[src/design/hste_pkg.sv]
// Shared codes, state types and control structs of the transition engine.
`timescale 1ns / 1ps
`default_nettype none

package hste_pkg;

    // Command codes carried in the input selector
    localparam logic [2:0] OP_START   = 3'd0;
    localparam logic [2:0] OP_EVENT   = 3'd1;
    localparam logic [2:0] OP_REQUEST = 3'd2;
    localparam logic [2:0] OP_TICK    = 3'd3;
    localparam logic [2:0] OP_ENABLE  = 3'd4;

    // Action kinds
    localparam logic [2:0] KIND_STATUS  = 3'd0;
    localparam logic [2:0] KIND_HANDLER = 3'd1;
    localparam logic [2:0] KIND_EXIT    = 3'd2;
    localparam logic [2:0] KIND_ENTRY   = 3'd3;
    localparam logic [2:0] KIND_CONT    = 3'd4;

    // Run status codes
    localparam logic [2:0] STS_OK          = 3'd0;
    localparam logic [2:0] STS_DISABLED    = 3'd1;
    localparam logic [2:0] STS_NOT_STARTED = 3'd2;
    localparam logic [2:0] STS_BAD_STATE   = 3'd3;
    localparam logic [2:0] STS_QUEUE_FULL  = 3'd4;
    localparam logic [2:0] STS_NO_ANCESTOR = 3'd5;

    // Configuration register indexes
    localparam logic [2:0] REG_PARENT    = 3'd0;
    localparam logic [2:0] REG_STATE_CNT = 3'd1;
    localparam logic [2:0] REG_RULE_CNT  = 3'd2;
    localparam logic [2:0] REG_RULE_EVT  = 3'd3;
    localparam logic [2:0] REG_RULE_FROM = 3'd4;
    localparam logic [2:0] REG_RULE_TO   = 3'd5;

    localparam logic [3:0] ANY_STATE = 4'd8;
    // Action words per run, the status word not counted
    localparam logic [5:0] ACT_LIMIT = 6'd39;

    typedef enum logic [3:0] {
        S_IDLE, S_DECODE, S_WALK, S_HANDLER, S_RULE, S_DRAIN,
        S_LCA, S_EXIT, S_ENTER, S_CONT, S_STATUS
    } fsm_t;

    typedef enum logic [1:0] {PH_START, PH_HANDLE, PH_TRANS} phase_t;

    typedef enum logic [1:0] {SRC_HANDLER, SRC_EXIT, SRC_ENTER, SRC_CONT} emit_src_t;

    typedef struct packed {
        logic       accept;
        logic       emit;
        emit_src_t  emit_src;
        logic       emit_status;
        logic       note;
        logic [2:0] note_code;
        logic       set_enable;
        logic       load_enable;
        logic       walk_init;
        logic       walk_from_q;
        logic       walk_step;
        logic       k_step;
        logic       idx_inc;
        logic       idx_dec;
        logic       idx_load_enter;
        logic       pop;
        logic       push;
        logic       push_rule;
        logic       commit;
        logic       set_started;
    } dp_cmd_t;

    typedef struct packed {
        logic [2:0] op;
        logic       arg_ok;
        logic       enabled;
        logic       started;
        logic       walk_done;
        logic       lca_more;
        logic       k_zero;
        logic       exit_none;
        logic       enter_none;
        logic       handler_stop;
        logic       exit_last;
        logic       enter_last;
        logic       q_empty;
        logic       pop_bad;
        logic       pop_same;
        logic       out_free;
    } dp_sts_t;

endpackage

`default_nettype wire

[src/design/hste_dp.sv]
// Datapath: configuration, machine state, pending queue, ancestor walkers, output word.
`timescale 1ns / 1ps
`default_nettype none

module hste_dp import hste_pkg::*; #(
    parameter int NUM_STATES  = 8,
    parameter int MAX_DEPTH   = 4,
    parameter int QUEUE_DEPTH = 4,
    parameter int NUM_RULES   = 8
) (
    input  wire logic        aclk,
    input  wire logic        aresetn,
    input  wire logic [2:0]  in_op,
    input  wire logic [2:0]  in_arg,
    input  wire logic [7:0]  in_event,
    input  wire logic [7:0]  in_hmask,
    input  wire logic [7:0]  in_gmask,
    input  wire logic        cfg_we,
    input  wire logic [2:0]  cfg_index,
    input  wire logic [63:0] cfg_data,
    input  wire dp_cmd_t     cmd,
    output dp_sts_t          sts,
    input  wire logic        out_ready,
    output logic             out_valid,
    output logic [2:0]       out_kind,
    output logic [2:0]       out_state,
    output logic [7:0]       out_event,
    output logic [2:0]       out_status,
    output logic             out_last
);

    localparam int LW   = $clog2(MAX_DEPTH + 1);
    localparam int IDXW = (MAX_DEPTH > 1) ? $clog2(MAX_DEPTH) : 1;
    localparam int QW   = (QUEUE_DEPTH > 1) ? $clog2(QUEUE_DEPTH) : 1;
    localparam int CW   = $clog2(QUEUE_DEPTH + 1);
    localparam int SW   = CW + 1;
    localparam int CAP  = (NUM_STATES > 8) ? 8 : NUM_STATES;

    // configuration
    logic [31:0] parent_reg;
    logic [3:0]  scount_reg;
    logic [3:0]  rcount_reg;
    logic [63:0] revt_reg;
    logic [31:0] rfrom_reg;
    logic [23:0] rto_reg;

    // machine state
    logic [2:0]    cur_reg;
    logic          started_reg;
    logic          enabled_reg;
    logic [QW-1:0] head_reg;
    logic [CW-1:0] count_reg;
    logic [10:0]   q_mem [QUEUE_DEPTH];
    logic [2:0]    run_status_reg;
    logic [5:0]    act_cnt_reg;

    // item and working registers
    logic [2:0] op_reg, arg_reg;
    logic [7:0] ev_reg, hmask_reg, gmask_reg;
    logic [2:0] tgt_reg;
    logic [7:0] tev_reg;
    logic [2:0] a_buf [MAX_DEPTH];
    logic [2:0] b_buf [MAX_DEPTH];
    logic [2:0] a_s_reg, b_s_reg;
    logic [LW-1:0] a_len_reg, b_len_reg, k_reg, idx_reg;
    logic       a_done_reg, b_done_reg;

    // output word
    logic       out_valid_reg, out_last_reg;
    logic [2:0] out_kind_reg, out_state_reg, out_status_reg;
    logic [7:0] out_event_reg;

    logic [3:0]  eff_cnt, rc;
    logic        arg_ok;
    logic [10:0] q_rd;
    logic [2:0]  init_b;
    logic [3:0]  a_par, b_par;
    logic        a_stop, b_stop;
    logic [LW-1:0] ia, ib, idm1;
    logic [2:0]  a_at_idx;
    logic        rule_hit;
    logic [2:0]  rule_tgt;
    logic [2:0]  push_tgt, push_err, note_code;
    logic        push_go, push_ok, q_full;
    logic [SW-1:0] wsum, wa;
    logic        out_free, act_room;
    logic [2:0]  emit_kind, emit_state;
    logic [7:0]  emit_event;

    assign eff_cnt = (scount_reg > 4'(CAP)) ? 4'(CAP) : scount_reg;
    assign rc      = (rcount_reg > 4'(NUM_RULES)) ? 4'(NUM_RULES) : rcount_reg;
    assign arg_ok  = {1'b0, arg_reg} < eff_cnt;
    assign q_rd    = q_mem[head_reg];
    assign init_b  = cmd.walk_from_q ? q_rd[10:8] : arg_reg;

    // one step up each ancestor chain
    assign a_par  = parent_reg[{a_s_reg, 2'b00} +: 4];
    assign b_par  = parent_reg[{b_s_reg, 2'b00} +: 4];
    assign a_stop = (a_par >= eff_cnt) || (a_len_reg == LW'(MAX_DEPTH - 1));
    assign b_stop = (b_par >= eff_cnt) || (b_len_reg == LW'(MAX_DEPTH - 1));

    // common-ancestor compare, from the root end
    assign ia   = a_len_reg - LW'(1) - k_reg;
    assign ib   = b_len_reg - LW'(1) - k_reg;
    assign idm1 = idx_reg - LW'(1);
    assign a_at_idx = a_buf[idx_reg[IDXW-1:0]];

    always_comb begin
        rule_hit = 1'b0;
        rule_tgt = 3'd0;
        for (int i = NUM_RULES - 1; i >= 0; i--) begin
            if ((4'(i) < rc) && (revt_reg[8*i +: 8] == ev_reg) &&
                ((rfrom_reg[4*i +: 4] == ANY_STATE) ||
                 (rfrom_reg[4*i +: 4] == {1'b0, cur_reg})) &&
                gmask_reg[i]) begin
                rule_hit = 1'b1;
                rule_tgt = rto_reg[3*i +: 3];
            end
        end
    end

    // queue push with its own error notes
    assign q_full   = (count_reg == CW'(QUEUE_DEPTH));
    assign push_tgt = cmd.push_rule ? rule_tgt : arg_reg;
    assign push_go  = cmd.push && (!cmd.push_rule || rule_hit);
    always_comb begin
        push_err = STS_OK;
        push_ok  = 1'b0;
        if (push_go) begin
            if ({1'b0, push_tgt} >= eff_cnt) push_err = STS_BAD_STATE;
            else if (q_full)                 push_err = STS_QUEUE_FULL;
            else                             push_ok  = 1'b1;
        end
    end
    assign wsum = SW'(head_reg) + SW'(count_reg);
    assign wa   = (wsum >= SW'(QUEUE_DEPTH)) ? wsum - SW'(QUEUE_DEPTH) : wsum;
    assign note_code = cmd.note ? cmd.note_code : push_err;

    always_comb begin
        case (cmd.emit_src)
            SRC_HANDLER: begin
                emit_kind = KIND_HANDLER; emit_state = a_at_idx; emit_event = ev_reg;
            end
            SRC_EXIT: begin
                emit_kind = KIND_EXIT; emit_state = a_at_idx; emit_event = tev_reg;
            end
            SRC_ENTER: begin
                emit_kind = KIND_ENTRY; emit_state = b_buf[idm1[IDXW-1:0]];
                emit_event = tev_reg;
            end
            default: begin
                emit_kind = KIND_CONT; emit_state = cur_reg; emit_event = 8'd0;
            end
        endcase
    end

    assign out_free = !out_valid_reg || out_ready;
    assign act_room = act_cnt_reg < ACT_LIMIT;

    always_comb begin
        sts              = '0;
        sts.op           = op_reg;
        sts.arg_ok       = arg_ok;
        sts.enabled      = enabled_reg;
        sts.started      = started_reg;
        sts.walk_done    = a_done_reg && b_done_reg;
        sts.lca_more     = (k_reg < a_len_reg) && (k_reg < b_len_reg) &&
                           (a_buf[ia[IDXW-1:0]] == b_buf[ib[IDXW-1:0]]);
        sts.k_zero       = (k_reg == '0);
        sts.exit_none    = (a_len_reg == k_reg);
        sts.enter_none   = (b_len_reg == k_reg);
        sts.handler_stop = hmask_reg[a_at_idx] || ((idx_reg + LW'(1)) == a_len_reg);
        sts.exit_last    = ((idx_reg + LW'(1)) == (a_len_reg - k_reg));
        sts.enter_last   = (idx_reg == LW'(1));
        sts.q_empty      = (count_reg == '0);
        sts.pop_bad      = ({1'b0, q_rd[10:8]} >= eff_cnt);
        sts.pop_same     = (q_rd[10:8] == cur_reg);
        sts.out_free     = out_free;
    end

    // control state
    always_ff @(posedge aclk) begin
        if (!aresetn) begin
            parent_reg     <= 32'h8888_8888;
            scount_reg     <= 4'd1;
            rcount_reg     <= 4'd0;
            revt_reg       <= '0;
            rfrom_reg      <= '0;
            rto_reg        <= '0;
            cur_reg        <= 3'd0;
            started_reg    <= 1'b0;
            enabled_reg    <= 1'b0;
            head_reg       <= '0;
            count_reg      <= '0;
            run_status_reg <= STS_OK;
            act_cnt_reg    <= '0;
            out_valid_reg  <= 1'b0;
        end else begin
            if (cfg_we) begin
                unique case (cfg_index)
                    REG_PARENT:    parent_reg <= cfg_data[31:0];
                    REG_STATE_CNT: scount_reg <= cfg_data[3:0];
                    REG_RULE_CNT:  rcount_reg <= cfg_data[3:0];
                    REG_RULE_EVT:  revt_reg   <= cfg_data;
                    REG_RULE_FROM: rfrom_reg  <= cfg_data[31:0];
                    REG_RULE_TO:   rto_reg    <= cfg_data[23:0];
                    default: ;
                endcase
            end
            if (cmd.set_enable)  enabled_reg <= 1'b1;
            if (cmd.load_enable) enabled_reg <= arg_reg[0];
            if (cmd.commit)      cur_reg     <= tgt_reg;
            if (cmd.set_started) started_reg <= 1'b1;
            if (cmd.pop) begin
                head_reg  <= (head_reg == QW'(QUEUE_DEPTH - 1)) ? '0 : head_reg + QW'(1);
                count_reg <= count_reg - CW'(1);
            end else if (push_ok) begin
                count_reg <= count_reg + CW'(1);
            end
            if (cmd.accept) begin
                run_status_reg <= STS_OK;
                act_cnt_reg    <= '0;
            end else if (run_status_reg == STS_OK) begin
                run_status_reg <= note_code;
            end
            if (cmd.emit_status || (cmd.emit && act_room)) begin
                out_valid_reg <= 1'b1;
            end else if (out_ready) begin
                out_valid_reg <= 1'b0;
            end
            if (cmd.emit && act_room) act_cnt_reg <= act_cnt_reg + 6'd1;
        end
    end

    // payload
    always_ff @(posedge aclk) begin
        if (cmd.accept) begin
            op_reg    <= in_op;
            arg_reg   <= in_arg;
            ev_reg    <= in_event;
            hmask_reg <= in_hmask;
            gmask_reg <= in_gmask;
        end
        if (push_ok) q_mem[wa[QW-1:0]] <= {push_tgt, ev_reg};
        if (cmd.walk_init) begin
            a_s_reg    <= cur_reg;
            b_s_reg    <= init_b;
            a_len_reg  <= '0;
            b_len_reg  <= '0;
            a_done_reg <= 1'b0;
            b_done_reg <= 1'b0;
            k_reg      <= '0;
            idx_reg    <= '0;
            tgt_reg    <= init_b;
            tev_reg    <= cmd.walk_from_q ? q_rd[7:0] : ev_reg;
        end else begin
            if (cmd.walk_step) begin
                if (!a_done_reg) begin
                    a_buf[a_len_reg[IDXW-1:0]] <= a_s_reg;
                    a_len_reg <= a_len_reg + LW'(1);
                    if (a_stop) a_done_reg <= 1'b1;
                    else        a_s_reg    <= a_par[2:0];
                end
                if (!b_done_reg) begin
                    b_buf[b_len_reg[IDXW-1:0]] <= b_s_reg;
                    b_len_reg <= b_len_reg + LW'(1);
                    if (b_stop) b_done_reg <= 1'b1;
                    else        b_s_reg    <= b_par[2:0];
                end
            end
            if (cmd.k_step) k_reg <= k_reg + LW'(1);
            if (cmd.idx_load_enter)  idx_reg <= b_len_reg - k_reg;
            else if (cmd.idx_inc)    idx_reg <= idx_reg + LW'(1);
            else if (cmd.idx_dec)    idx_reg <= idm1;
        end
        if (cmd.emit_status) begin
            out_kind_reg   <= KIND_STATUS;
            out_state_reg  <= 3'd0;
            out_event_reg  <= 8'd0;
            out_status_reg <= run_status_reg;
            out_last_reg   <= 1'b1;
        end else if (cmd.emit && act_room) begin
            out_kind_reg   <= emit_kind;
            out_state_reg  <= emit_state;
            out_event_reg  <= emit_event;
            out_status_reg <= STS_OK;
            out_last_reg   <= 1'b0;
        end
    end

    assign out_valid  = out_valid_reg;
    assign out_kind   = out_kind_reg;
    assign out_state  = out_state_reg;
    assign out_event  = out_event_reg;
    assign out_status = out_status_reg;
    assign out_last   = out_last_reg;

`ifndef SYNTH
    a_queue_bound: assert property (@(posedge aclk) disable iff (!aresetn)
        count_reg <= CW'(QUEUE_DEPTH))
        else $error("pending count beyond queue depth");
    a_last_is_status: assert property (@(posedge aclk) disable iff (!aresetn)
        out_valid_reg && out_last_reg |-> out_kind_reg == KIND_STATUS)
        else $error("final word is not a status word");
    a_action_no_status: assert property (@(posedge aclk) disable iff (!aresetn)
        out_valid_reg && !out_last_reg |-> out_status_reg == STS_OK)
        else $error("action word carries a status code");
    a_pop_not_empty: assert property (@(posedge aclk) disable iff (!aresetn)
        cmd.pop |-> count_reg != '0)
        else $error("pop from empty queue");
`endif

endmodule

`default_nettype wire

[src/design/hste_ctrl.sv]
// Sequencer: decodes each command word and steps the datapath through its run.
`timescale 1ns / 1ps
`default_nettype none

module hste_ctrl import hste_pkg::*; (
    input  wire logic    aclk,
    input  wire logic    aresetn,
    input  wire logic    in_valid,
    output logic         in_ready,
    input  wire dp_sts_t sts,
    output dp_cmd_t      cmd
);

    fsm_t   state_reg, state_next;
    phase_t phase_reg, phase_next;

    always_ff @(posedge aclk) begin
        if (!aresetn) begin
            state_reg <= S_IDLE;
            phase_reg <= PH_START;
        end else begin
            state_reg <= state_next;
            phase_reg <= phase_next;
        end
    end

    always_comb begin
        state_next = state_reg;
        phase_next = phase_reg;
        cmd        = '0;
        in_ready   = 1'b0;
        unique case (state_reg)
            S_IDLE: begin
                in_ready   = 1'b1;
                cmd.accept = in_valid;
                if (in_valid) state_next = S_DECODE;
            end
            S_DECODE: begin
                state_next = S_STATUS;
                unique case (sts.op) inside
                    OP_START: begin
                        if (!sts.arg_ok) begin
                            cmd.note = 1'b1; cmd.note_code = STS_BAD_STATE;
                        end else begin
                            cmd.set_enable = 1'b1;
                            cmd.walk_init  = 1'b1;
                            phase_next     = PH_START;
                            state_next     = S_WALK;
                        end
                    end
                    OP_EVENT, OP_TICK: begin
                        if (!sts.enabled) begin
                            cmd.note = 1'b1; cmd.note_code = STS_DISABLED;
                        end else if (!sts.started) begin
                            cmd.note = 1'b1; cmd.note_code = STS_NOT_STARTED;
                        end else if (sts.op == OP_TICK) begin
                            state_next = S_DRAIN;
                        end else begin
                            cmd.walk_init = 1'b1;
                            phase_next    = PH_HANDLE;
                            state_next    = S_WALK;
                        end
                    end
                    OP_REQUEST: begin
                        if (!sts.enabled) begin
                            cmd.note = 1'b1; cmd.note_code = STS_DISABLED;
                        end else if (!sts.arg_ok) begin
                            cmd.note = 1'b1; cmd.note_code = STS_BAD_STATE;
                        end else if (!sts.started) begin
                            cmd.note = 1'b1; cmd.note_code = STS_NOT_STARTED;
                        end else begin
                            cmd.push = 1'b1;
                        end
                    end
                    OP_ENABLE: cmd.load_enable = 1'b1;
                    default: ;
                endcase
            end
            S_WALK: begin
                if (!sts.walk_done) begin
                    cmd.walk_step = 1'b1;
                end else begin
                    unique case (phase_reg)
                        PH_START: begin
                            cmd.idx_load_enter = 1'b1;
                            state_next = S_ENTER;
                        end
                        PH_HANDLE: state_next = S_HANDLER;
                        default:   state_next = S_LCA;
                    endcase
                end
            end
            S_HANDLER: begin
                if (sts.out_free) begin
                    cmd.emit     = 1'b1;
                    cmd.emit_src = SRC_HANDLER;
                    if (sts.handler_stop) state_next = S_RULE;
                    else                  cmd.idx_inc = 1'b1;
                end
            end
            S_RULE: begin
                cmd.push      = 1'b1;
                cmd.push_rule = 1'b1;
                state_next    = S_DRAIN;
            end
            S_DRAIN: begin
                if (sts.q_empty) begin
                    state_next = (sts.op == OP_TICK) ? S_CONT : S_STATUS;
                end else begin
                    cmd.pop         = 1'b1;
                    cmd.walk_init   = 1'b1;
                    cmd.walk_from_q = 1'b1;
                    if (sts.pop_bad) begin
                        cmd.note = 1'b1; cmd.note_code = STS_BAD_STATE;
                    end else if (!sts.pop_same) begin
                        phase_next = PH_TRANS;
                        state_next = S_WALK;
                    end
                end
            end
            S_LCA: begin
                if (sts.lca_more) begin
                    cmd.k_step = 1'b1;
                end else if (sts.k_zero) begin
                    cmd.note = 1'b1; cmd.note_code = STS_NO_ANCESTOR;
                    state_next = S_DRAIN;
                end else if (!sts.exit_none) begin
                    state_next = S_EXIT;
                end else if (sts.enter_none) begin
                    cmd.commit = 1'b1;
                    state_next = S_DRAIN;
                end else begin
                    cmd.idx_load_enter = 1'b1;
                    state_next = S_ENTER;
                end
            end
            S_EXIT: begin
                if (sts.out_free) begin
                    cmd.emit     = 1'b1;
                    cmd.emit_src = SRC_EXIT;
                    if (!sts.exit_last) begin
                        cmd.idx_inc = 1'b1;
                    end else if (sts.enter_none) begin
                        cmd.commit = 1'b1;
                        state_next = S_DRAIN;
                    end else begin
                        cmd.idx_load_enter = 1'b1;
                        state_next = S_ENTER;
                    end
                end
            end
            S_ENTER: begin
                if (sts.out_free) begin
                    cmd.emit     = 1'b1;
                    cmd.emit_src = SRC_ENTER;
                    cmd.idx_dec  = 1'b1;
                    if (sts.enter_last) begin
                        cmd.commit = 1'b1;
                        if (phase_reg == PH_START) begin
                            cmd.set_started = 1'b1;
                            state_next = S_STATUS;
                        end else begin
                            state_next = S_DRAIN;
                        end
                    end
                end
            end
            S_CONT: begin
                if (sts.out_free) begin
                    cmd.emit     = 1'b1;
                    cmd.emit_src = SRC_CONT;
                    state_next   = S_STATUS;
                end
            end
            S_STATUS: begin
                if (sts.out_free) begin
                    cmd.emit_status = 1'b1;
                    state_next      = S_IDLE;
                end
            end
            default: state_next = S_IDLE;
        endcase
    end

endmodule

`default_nettype wire

[src/design/hierarchical_state_transition_engine_top.sv]
// Top level of the hierarchical state transition engine.
//
// Input words (s_*) carry one command each: start, event, transition request,
// tick or set enable, with the command code on s_tuser. Each command yields a
// run of action words on m_* (handler calls, exits, entries, continuous action)
// closed by one status word with m_tlast high, which holds the first error of
// the run. Configuration words on cfg_* load the parent table, state and rule
// counts and the rule tables; cfg_ready is always high, write only while idle.
// Timing: one input word is taken at a time. A run steps through accept, decode,
// the ancestor walks, the common-ancestor compare, each emitted action, the rule
// match of an event, each queue entry and the final empty check, and closes with
// the status word.
// A stall on m_tready freezes the sequencer in place; nothing is dropped.
// Reset (aresetn low, synchronous) restores the configuration defaults,
// clears current state, started, enabled and the pending queue.
`timescale 1ns / 1ps
`default_nettype none

module hierarchical_state_transition_engine_top import hste_pkg::*; #(
    parameter int NUM_STATES  = 8,
    parameter int MAX_DEPTH   = 4,
    parameter int QUEUE_DEPTH = 4,
    parameter int NUM_RULES   = 8
) (
    input  wire logic        aclk,
    input  wire logic        aresetn,
    input  wire logic        s_tvalid,
    output logic             s_tready,
    input  wire logic [31:0] s_tdata,   // state_arg, event_id, handled_mask, guard_pass
    input  wire logic [2:0]  s_tuser,   // op
    output logic             m_tvalid,
    input  wire logic        m_tready,
    output logic [15:0]      m_tdata,   // action_state, action_event, status
    output logic [2:0]       m_tuser,   // action_kind
    output logic             m_tlast,   // last
    input  wire logic        cfg_valid,
    output logic             cfg_ready,
    input  wire logic [2:0]  cfg_index,
    input  wire logic [63:0] cfg_data
);

    dp_cmd_t    cmd;
    dp_sts_t    sts;
    logic [2:0] out_state, out_status;
    logic [7:0] out_event;

    assign cfg_ready = 1'b1;

    hste_ctrl u_ctrl (
        .aclk     (aclk),
        .aresetn  (aresetn),
        .in_valid (s_tvalid),
        .in_ready (s_tready),
        .sts      (sts),
        .cmd      (cmd)
    );

    hste_dp #(
        .NUM_STATES  (NUM_STATES),
        .MAX_DEPTH   (MAX_DEPTH),
        .QUEUE_DEPTH (QUEUE_DEPTH),
        .NUM_RULES   (NUM_RULES)
    ) u_dp (
        .aclk       (aclk),
        .aresetn    (aresetn),
        .in_op      (s_tuser),
        .in_arg     (s_tdata[2:0]),
        .in_event   (s_tdata[10:3]),
        .in_hmask   (s_tdata[18:11]),
        .in_gmask   (s_tdata[26:19]),
        .cfg_we     (cfg_valid),
        .cfg_index  (cfg_index),
        .cfg_data   (cfg_data),
        .cmd        (cmd),
        .sts        (sts),
        .out_ready  (m_tready),
        .out_valid  (m_tvalid),
        .out_kind   (m_tuser),
        .out_state  (out_state),
        .out_event  (out_event),
        .out_status (out_status),
        .out_last   (m_tlast)
    );

    assign m_tdata = {2'b00, out_status, out_event, out_state};

endmodule

`default_nettype wire

[config.mk]
export PLATFORM = sky130hd
export DESIGN_NAME = hierarchical_state_transition_engine_top
export DESIGN_NICKNAME = d
export VERILOG_FILES = /design/src/design/hste_pkg.sv /design/src/design/hste_dp.sv /design/src/design/hste_ctrl.sv /design/src/design/hierarchical_state_transition_engine_top.sv
export SDC_FILE = /design/constraint.sdc
export NUM_CORES = 1
export LEC_CHECK = 0
export BUFFER_PORTS_ARGS = -buffer_cell sky130_fd_sc_hd__buf_4
export CELL_PAD_IN_SITES_DETAIL_PLACEMENT = 1
export CELL_PAD_IN_SITES_GLOBAL_PLACEMENT = 1
export CORE_MARGIN = 5
export CORE_UTILIZATION = 49
export CTS_BUF_LIST = sky130_fd_sc_hd__clkbuf_2
export CTS_CLUSTER_DIAMETER = 100
export DETAILED_ROUTE_END_ITERATION = 10
export HOLD_SLACK_MARGIN = 0.05
export PLACE_DENSITY = 0.86
export SYNTH_ARGS = -nofsm -noshare
export SYNTH_HDL_FRONTEND = slang
export SYNTH_SLANG_ARGS = --single-unit
[constraint.sdc]
create_clock -name aclk -period 6.3 [get_ports aclk]
set_clock_uncertainty 0.05 [all_clocks]
set_input_delay 0.63 -clock aclk [delete_from_list [all_inputs] [get_ports aclk]]
set_output_delay 0.63 -clock aclk [all_outputs]
set_load 0.02 [all_outputs]
==> results.tsv, run 1 <==
stage	metric	value	unit
clocking	cts_resized	0	
placed_design	dp_hpwl	35570	µm
sta	whs	150.2	ps
clocking	cts_setup_buffers	0	
sta	relSlewSlack	22.66	%
floorplanning	dieHeight	192.1	µm
cells_and_area	nets	2076	
route	wl	55480	µm
outcome	status	finished clean	
synth	yosys.area.top_type	dfxtp_1	
floorplanning	dieWidth	192.1	µm
placed_design	place_area	0.01748	mm²
sta	hold_violations	0	
cells_and_area	final_area	0.01929	mm²
synth	avgSynthCellArea	9.606	µm²
grt	grt_pass1_vias	15610	
synth	yosys_warnings	0	
setup_path	cp_slowest_cell	edfxtp_1	
sta	finalMaxSlewViolations	0	
setup_path	crit_required	6840	ps
cells_and_area	seq_area	0.007928	mm²
cells_and_area	n_fill_cell	3715	
sta	tightest_slew	1160	ps
floorplanning	num_rows	66	
setup_path	crit_path_max_incr_delay	1000	ps
grt	antenna_found_initial	2	
sta	rsz0062_at_grt	no	
grt	grt_pass1_wl	86370	µm
synth	synth_edf_count	118	
setup_path	arrival	6210	ps
grt	gr-total-overflow	0	
cells_and_area	most-common-layout-cells	357 x nand2_1, 219 x dfxtp_1, 195 x a21oi_1	
clocking	root_buffer	clkbuf_2	
synth	synthesis.area	0.01624	mm²
placed_design	portBuffers	121	
clocking	h-tree-depth	3	
pwr	p_per_area	323.8	mW/mm²
route	vias_per_cell	5.912	
grt	grt_usage	29.99	%
floorplanning	ios	130	
clocking	hold_buffers	98	
clocking	cts_buffers	88	
route	drtIter0Drc	1093	
sta	layout_min_cycle_time	5672	ps
clocking	cts_sinks	337	
synth	synth_top_area_share	26.99	%
setup_path	end_kind	flop	
setup_path	path_max_fanout	14	
route	route.detailed.drc	0	
synth	synth-seq-cells	337	
setup_path	criticalPathCategory	reg2reg	
synth	syn_inst	1691	
clocking	path_clk_slew	100	ps
route	detail_route.wl_per_cell	22.80	µm
sta	period_share	90.04	%
sta	fmax	176.3	MHz
pwr	ir_drop	0.0001461	V
synth	synthTopCellsByArea	dfxtp_1 27%, edfxtp_1 22%, nand2_1 8.2%, a21oi_1 6.0%, mux4_2 5.1%	
sta	setup_viol	0	
cells_and_area	multi_input_area	0.007750	mm²
floorplanning	start_util	49.80	%
sta	fin_setup_tns	0	ps
clocking	cts_tree	yes	
placed_design	gp_congestion	0.8834	
cells_and_area	largest_register_ffs	64	
cells_and_area	area_growth_syn_to_layout	18.77	%
synth	yosysSeqAreaShare	48.81	%
run	cap_viol_max_count	0	
synth	synthFlopType	dfxtp_1	
cells_and_area	final_common_cell	nand2_1	
pwr	cellLeakagePower	7.261	nW
setup_path	cp_cell_sequence	xor2_1 > a211oi_1 > a21boi_0 > and3_1 > a211oi_1 > o31ai_1 > a221oi_1 > o31ai_1 > ha_1 > a21o_1 > a21oi_1 > nor2_1 > a21oi_1 > o21ai_2 > nor4b_2 > buf_4	
route	antenna_left	0	
cells_and_area	drive_gt1_share	18.50	%
worst_hold_path	holdCritPathClass	in2reg	
setup_path	worstSetupStartpointType	flop	
clocking	insertion_delay	990	ps
synth	synth_cell_types	82	
clocking	clock_path_buffers	3	
floorplanning	core_region_area	0.03262	mm²
floorplanning	die-area	0.03689	mm²
grt	grt_max_degree	99	
route	first_pass_iters	6	
route	vias	14390	
synth	async_flop_share	0	%
## critical path, delay by kind of cell (launching register included)
| kind | cells | cell delay [ps] |
|---|---|---|
| buffers and inverters | 1 | 290 |
| adder cells (fa/ha/maj) | 1 | 350 |
| XOR/XNOR | 1 | 170 |
| AND/OR/NAND/NOR | 3 | 680 |
| AO/OA/AOI/OAI | 10 | 2760 |
| flip-flops | 1 | 1000 |
## final cells by class
type,count,area share [%]
clock buffer,132,3.424
tap,442,2.867
clock inverter,26,0.8431
sequential,337,41.09
timing repair buffer,243,10.73
multi-input combinational,1208,40.17
antenna,2,0.02594
inverter,43,0.8496
## path summary, 6_finish.rpt
check	start	endpoint	slack [ps]	depth (start not counted)
worst max-delay path	u_dp.ev_reg[1]	u_dp.q_mem[3][2]	630	16
worst min-delay path	cfg_index[1]	u_dp.scount_reg[1]	150	4
worst max register to register	u_dp.ev_reg[1]	u_dp.q_mem[3][2]	630	16
worst min register to register	u_dp.out_last	u_dp.out_last	400	2
## metrics by stage
stage	setup WS [ps]	instances	utilization [%]	power [W]
floorplan	1127	1692	-	0.003932
global placement	1364	2175	53.60	0.004462
detailed placement	977.2	2175	53.60	0.004579
CTS	756.5	2431	59.13	0.006221
global route	425.6	2433	59.14	0.006573
finish	627.5	2433	59.14	0.006248
## kinds of logic after synthesis
| logic type | synth area share, % |
|---|---|
| buffers and inverters | 3.713 |
| XOR/XNOR | 4.745 |
| AO/OA/AOI/OAI | 12.61 |
| multiplexers | 8.535 |
| flip-flops | 48.81 |
| adder cells (fa/ha/maj) | 3.836 |
| other | 0.04624 |
| AND/OR/NAND/NOR | 17.71 |
## cells in the mapped netlist, drive strengths merged (24+ instances only)
cell    instances
clkbuf         77
inv            43
mux4           39
buf            27
xor2           38
nand3          33
dfxtp         219
ha             45
xnor2          50
nand2         357
a21oi         195
nor2          103
nor3           29
edfxtp        118
mux2           24
nand2b         28
o21ai          37
## power by group
group	switching [W]	internal [W]	total (W)
logic	0.00110	0.000766	0.00186
registers	0.000290	0.00248	0.00277
clock network	0.000970	0.000640	0.00161
total	0.00236	0.00389	0.00625
## layer usage
layer  up-vias  track usage [%]  part of all wire (%)
met5         -                0                     0
met4         0            14.37                   4.9
met3       202            5.253                   7.1
met2       647            53.10                    50
met1      7082            35.24                    38
li1       6454                -                     -
Note: power is estimated with default switching activity, not from simulation.
==> run 2, diff against run 1 <==
Settings changed: BUFFER_PORTS_ARGS -buffer_cell sky130_fd_sc_hd__buf_4 to -buffer_cell sky130_fd_sc_hd__buf_2.
==> results.tsv, run 2 (synthesized netlist as in run 1, its figures left out) <==
stage	metric	value	unit
floorplanning	die-area	0.03689	mm²
pwr	power_frac_comb	29.0	%
grt	grtUsageMet1	35.80	%
floorplanning	start_util	49.80	%
cells_and_area	nets	2076	
pwr	p_per_area	326.7	mW/mm²
grt	use_met2	53.18	%
setup_path	startpoint	u_dp.ev_reg[1]	
cells_and_area	drive_gt1_share	18.56	%
setup_path	criticalPathCategory	reg2reg	
placed_design	place_area	0.01719	mm²
sta	rsz0062_at_grt	no	
sta	setup_viol	0	
setup_path	cp_slowest_cell	edfxtp_1	
outcome	status	finished clean	
floorplanning	dieWidth	192.1	µm
setup_path	worstSetupStartpointType	flop	
pwr	ir_drop	0.0001611	V
sta	tightest_slew	1163	ps
setup_path	arrival	6320	ps
sta	hold_violations	0	
grt	globalRouteMet3Util	5.725	%
setup_path	crit_path_max_incr_delay	1050	ps
route	drtIter0Drc	1214	
pwr	swShare	38.23	%
clocking	h-tree-depth	3	
route	vias	14520	
setup_path	reg2reg_slack	650	ps
route	antenna_left	0	
setup_path	path_max_fanout	14	
grt	antenna_found_initial	2	
floorplanning	dieHeight	192.1	µm
sta	fmax	176.9	MHz
cells_and_area	final_util	58.27	%
pwr	p_sw	0.002374	W
floorplanning	ios	130	
route	route.detailed.drc	0	
setup_path	rr_endpoint	u_dp.q_mem[3][9]	
cells_and_area	most-common-layout-cells	357 x nand2_1, 219 x dfxtp_1, 195 x a21oi_1	
cells_and_area	largest_register_ffs	64	
clocking	cts_resized	0	
floorplanning	core_region_area	0.03262	mm²
sta	layout_min_cycle_time	5654	ps
clocking	cts_tree	yes	
cells_and_area	area_growth_syn_to_layout	17.02	%
setup_path	crit_path_end	u_dp.q_mem[3][9]	
route	wl	56660	µm
route	first_pass_iters	6	
clocking	path_clk_slew	120	ps
clocking	insertion_delay	1090	ps
placed_design	gp_congestion	0.9478	
clocking	root_buffer	clkbuf_2	
cells_and_area	final_common_cell	nand2_1	
pwr	power_frac_clock	26.5	%
grt	gr-total-overflow	0	
clocking	cts_sinks	337	
grt	grt_busiest_layer	met2	
clocking	clock_path_buffers	3	
sta	fin_setup_tns	0	ps
placed_design	portBuffers	121	
setup_path	r2r-start	u_dp.ev_reg[1]	
setup_path	rr_worst_depth	16	
grt	grt_pass1_vias	15590	
pwr	power_frac_seq	44.6	%
cells_and_area	final_area	0.01901	mm²
worst_hold_path	holdCritPathClass	in2reg	
grt	grt_pass1_wl	86820	µm
placed_design	dp_hpwl	35370	µm
sta	relSlewSlack	21.84	%
sta	finalMaxSlewViolations	0	
clocking	cts_buffers	88	
pwr	cellLeakagePower	7.179	nW
route	vias_per_cell	5.956	
run	cap_viol_max_count	0	
sta	period_share	89.74	%
setup_path	end_kind	flop	
setup_path	crit_required	6970	ps
pwr	intPower	0.003835	W
grt	grt_usage	30.46	%
grt	grt_max_degree	103	
floorplanning	num_rows	66	
setup_path	cp_cell_sequence	xor2_1 > a211oi_1 > a21boi_0 > and3_1 > a211oi_1 > o31ai_1 > a221oi_1 > o31ai_1 > ha_1 > a21o_1 > a21oi_1 > nor2_1 > a21oi_1 > o21ai_2 > nor4b_2 > buf_4	
route	detail_route.wl_per_cell	23.24	µm
==> run 2: worst min-delay path by stage <==
stage / slack (ps) / cells past startpoint / end / start
floorplan: 380 / 2 / u_dp.rto_reg[4] / u_dp.rto_reg[4]
global placement: 380 / 2 / u_dp.out_last / u_dp.out_last
detailed placement: 400 / 2 / u_dp.out_last / u_dp.out_last
CTS: 50 / 4 / u_dp.scount_reg[1] / cfg_index[1]
global route: 120 / 4 / u_dp.scount_reg[1] / cfg_index[1]
finish: 150 / 4 / u_dp.scount_reg[3] / cfg_index[1]
==> run 2: per-stage QoR <==
step / cells / worst slack, ps / hold WS [ps] / power (W)
floorplan: 1692 / 1127 / 381.2 / 0.003932
global placement: 2176 / 1328 / 377.8 / 0.004407
detailed placement: 2176 / 901.0 / 395.7 / 0.004506
CTS: 2436 / 824.7 / 53.95 / 0.006169
global route: 2438 / 469.6 / 120.9 / 0.006547
finish: 2438 / 646.2 / 153.4 / 0.006209
==> run 2: power by group through the flow <==
stage	clock network, W	logic (W)	registers [W]
6_report	0.00164	0.00180	0.00277
5_1_grt	0.00180	0.00196	0.00279
4_1_cts	0.00164	0.00177	0.00275
3_5_place_dp	0	0.00170	0.00280
3_3_place_gp	0	0.00162	0.00279
2_1_floorplan	0	0.00124	0.00269
==> run 2: area by class of cell <==
cell class,count,area (µm²)
Antenna cell,2,5.005
Clock buffer,126,630.6
Clock inverter,37,214.0
Fill cell,3763,13610
Inverter,43,163.9
Multi-Input combinational cell,1208,7750
Sequential cell,337,7928
Tap cell,442,553.0
Timing Repair Buffer,243,1764
==> run 2: critical path: cells and delay by family (launching register included) <==
family | cells | cell delay [ps]
buffers and inverters | 1 | 270
AOI/OAI and AO/OA | 10 | 2770
adders and majority gates | 1 | 340
DFF | 1 | 1050
and+or+nand+nor | 3 | 590
xor gates and xnor gates | 1 | 210
==> run 2: what timing repair did <==
action | 4_1_cts | 5_1_grt
hold buffers | 97 | 0
hold endpoints to repair | 198 | 0
setup buffers | 0 | 0
==> run 2: per-layer routing <==
layer	share of wire (%)	wire length [µm]
met1	38	21650
met2	50	28240
met3	7.0	3966
met4	5.0	2809
met5	0	0
==> run 3, diff against run 2 <==
Settings changed: PLACE_DENSITY 0.86 to unset, PLACE_DENSITY_LB_ADDON set to 0.05.
==> results.tsv, run 3 (synthesized netlist as in run 1, its figures left out) <==
stage	metric	value	unit
outcome	status	finished clean	
placed_design	portBuffers	121	
setup_path	crit_required	6860	ps
grt	grt_usage	29.15	%
pwr	p_per_area	323.1	mW/mm²
pwr	power_frac_clock	26.1	%
pwr	cellLeakagePower	7.200	nW
pwr	intPower	0.003861	W
cells_and_area	drive_gt1_share	18.70	%
setup_path	cp_slowest_cell	edfxtp_1	
floorplanning	start_util	49.80	%
setup_path	criticalPathCategory	reg2reg	
placed_design	place_area	0.01719	mm²
sta	fin_setup_tns	0	ps
floorplanning	dieWidth	192.1	µm
clocking	insertion_delay	1000	ps
pwr	swShare	37.23	%
clocking	cts_sinks	337	
floorplanning	ios	130	
route	vias	13790	
sta	fmax	184.7	MHz
cells_and_area	nets	2082	
worst_hold_path	min_path_cells	5	
setup_path	reg2reg_slack	890	ps
setup_path	cp_cell_sequence	xor2_1 > nor4_1 > nand4_1 > nor4b_1 > a211oi_1 > o31ai_1 > a221oi_1 > o31ai_1 > ha_1 > a21o_1 > a21oi_1 > nor2_1 > a21oi_1 > o21ai_2 > nor4b_2 > buf_4	
clocking	cts_tree	yes	
route	wl	53540	µm
pwr	p_sw	0.002290	W
clocking	h-tree-depth	3	
grt	antenna_found_initial	3	
cells_and_area	area_growth_syn_to_layout	17.22	%
sta	finalMaxSlewViolations	0	
setup_path	crit_path_max_incr_delay	950	ps
floorplanning	dieHeight	192.1	µm
pwr	power_frac_seq	44.5	%
placed_design	gp_congestion	0.8740	
sta	period_share	85.92	%
clocking	cts_resized	0	
grt	gr-total-overflow	0	
floorplanning	num_rows	66	
cells_and_area	final_area	0.01904	mm²
grt	grt_pass1_wl	82790	µm
cells_and_area	most-common-layout-cells	357 x nand2_1, 219 x dfxtp_1, 195 x a21oi_1	
route	drtIter0Drc	771	
worst_hold_path	min-delay-start	cfg_index[0]	
setup_path	arrival	5980	ps
setup_path	end_kind	flop	
setup_path	rr_worst_depth	16	
placed_design	dp_hpwl	35390	µm
worst_hold_path	hold_end	u_dp.scount_reg[0]	
route	route.detailed.drc	0	
clocking	root_buffer	clkbuf_2	
sta	setup_viol	0	
route	vias_per_cell	5.653	
run	cap_viol_max_count	0	
cells_and_area	largest_register_ffs	64	
clocking	cts_setup_buffers	0	
sta	rsz0062_at_grt	no	
setup_path	path_max_fanout	14	
route	first_pass_iters	5	
grt	grt_pass1_vias	14640	
setup_path	worstSetupStartpointType	flop	
route	antenna_left	0	
clocking	path_clk_slew	110	ps
setup_path	rr_endpoint	u_dp.q_mem[1][3]	
cells_and_area	final_common_cell	nand2_1	
sta	hold_violations	0	
pwr	power_frac_comb	29.4	%
floorplanning	die-area	0.03689	mm²
floorplanning	core_region_area	0.03262	mm²
setup_path	r2r-start	u_dp.ev_reg[1]	
clocking	hold_buffers	101	
route	detail_route.wl_per_cell	21.94	µm
grt	grt_max_degree	90	
pwr	ir_drop	0.0001948	V
clocking	clock_path_buffers	3	
sta	tightest_slew	1101	ps
sta	layout_min_cycle_time	5413	ps
clocking	cts_buffers	90	
worst_hold_path	holdCritPathClass	in2reg	
sta	relSlewSlack	26.58	%
-- run 3: cell count changes in the layout (fill, tap and decap cells not counted) --
cell           previous run  this run
inv_2                     3         1
clkbuf_2                126       136
dlygate4sd3_1            97       101
diode_2                   2         3
clkinvlp_4                1         0
clkinv_1                 23        17
inv_6                     1         0
clkinv_2                  7         4
-- run 3: area by class of cell --
type,count,area [µm²]
inverters,43,163.9
diodes,3,7.507
fillers,3736,13580
repair buffers,247,1804
flip-flops and latches,337,7928
clock inverters,24,152.6
clock buffers,136,680.7
well taps,442,553.0
multi-input cells,1208,7750
-- run 3: worst max-delay path: cells and delay by family, from the launching register on --
| family | cells | cell delay, ps |
|---|---|---|
| AO/OA/AOI/OAI | 8 | 1910 |
| adder cells (fa/ha/maj) | 1 | 340 |
| flip-flops | 1 | 950 |
| AND/OR/NAND/NOR | 5 | 1380 |
| XOR/XNOR | 1 | 150 |
| buffers and inverters | 1 | 270 |
-- run 3: worst max-delay path by stage --
stage / startpoint / endpoint / slack [ps] / cells past startpoint
4_1_cts: u_dp.ev_reg[1] / u_dp.q_mem[3][9] / 940 / 15
5_1_grt: u_dp.ev_reg[1] / u_dp.q_mem[1][10] / 600 / 16
3_3_place_gp: u_dp.ev_reg[4] / u_dp.q_mem[3][1] / 1070 / 16
2_1_floorplan: u_dp.ev_reg[0] / u_dp.q_mem[1][0] / 1130 / 16
3_5_place_dp: u_dp.ev_reg[4] / u_dp.q_mem[3][1] / 990 / 16
6_report: u_dp.ev_reg[1] / u_dp.q_mem[1][3] / 890 / 16
-- run 3: through the flow --
step                      hold slack, ps  util [%]  setup WS, ps  cells  total power [W]
final                              315.5     58.37         886.9   2440         0.006151
after global routing               229.1     58.37         596.7   2440         0.006513
after CTS                          194.3     58.35         938.2   2437         0.006169
after detailed placement           387.1     52.69         986.0   2176         0.004520
after global placement             377.6     52.69          1073   2176         0.004452
after floorplan                    381.2         -          1127   1692         0.003932
-- run 3: per-layer routing --
metal / wire, µm / track usage [%] / share of wire [%] / vias up
met2: 27630 / 51.69 / 52 / 393
li1: - / - / - / 6499
met1: 21420 / 34.76 / 40 / 6806
met3: 2670 / 5.634 / 5.0 / 96
met4: 1816 / 11.85 / 3.4 / 0
met5: 0 / 0 / 0 / -
-- run 3: power groups by stage --
stage	clock, W	sequential, W	combinational, W
after detailed placement	0	0.00278	0.00174
after global routing	0.00177	0.00277	0.00198
after CTS	0.00164	0.00273	0.00180
final	0.00160	0.00274	0.00181
after global placement	0	0.00277	0.00168
after floorplan	0	0.00269	0.00124
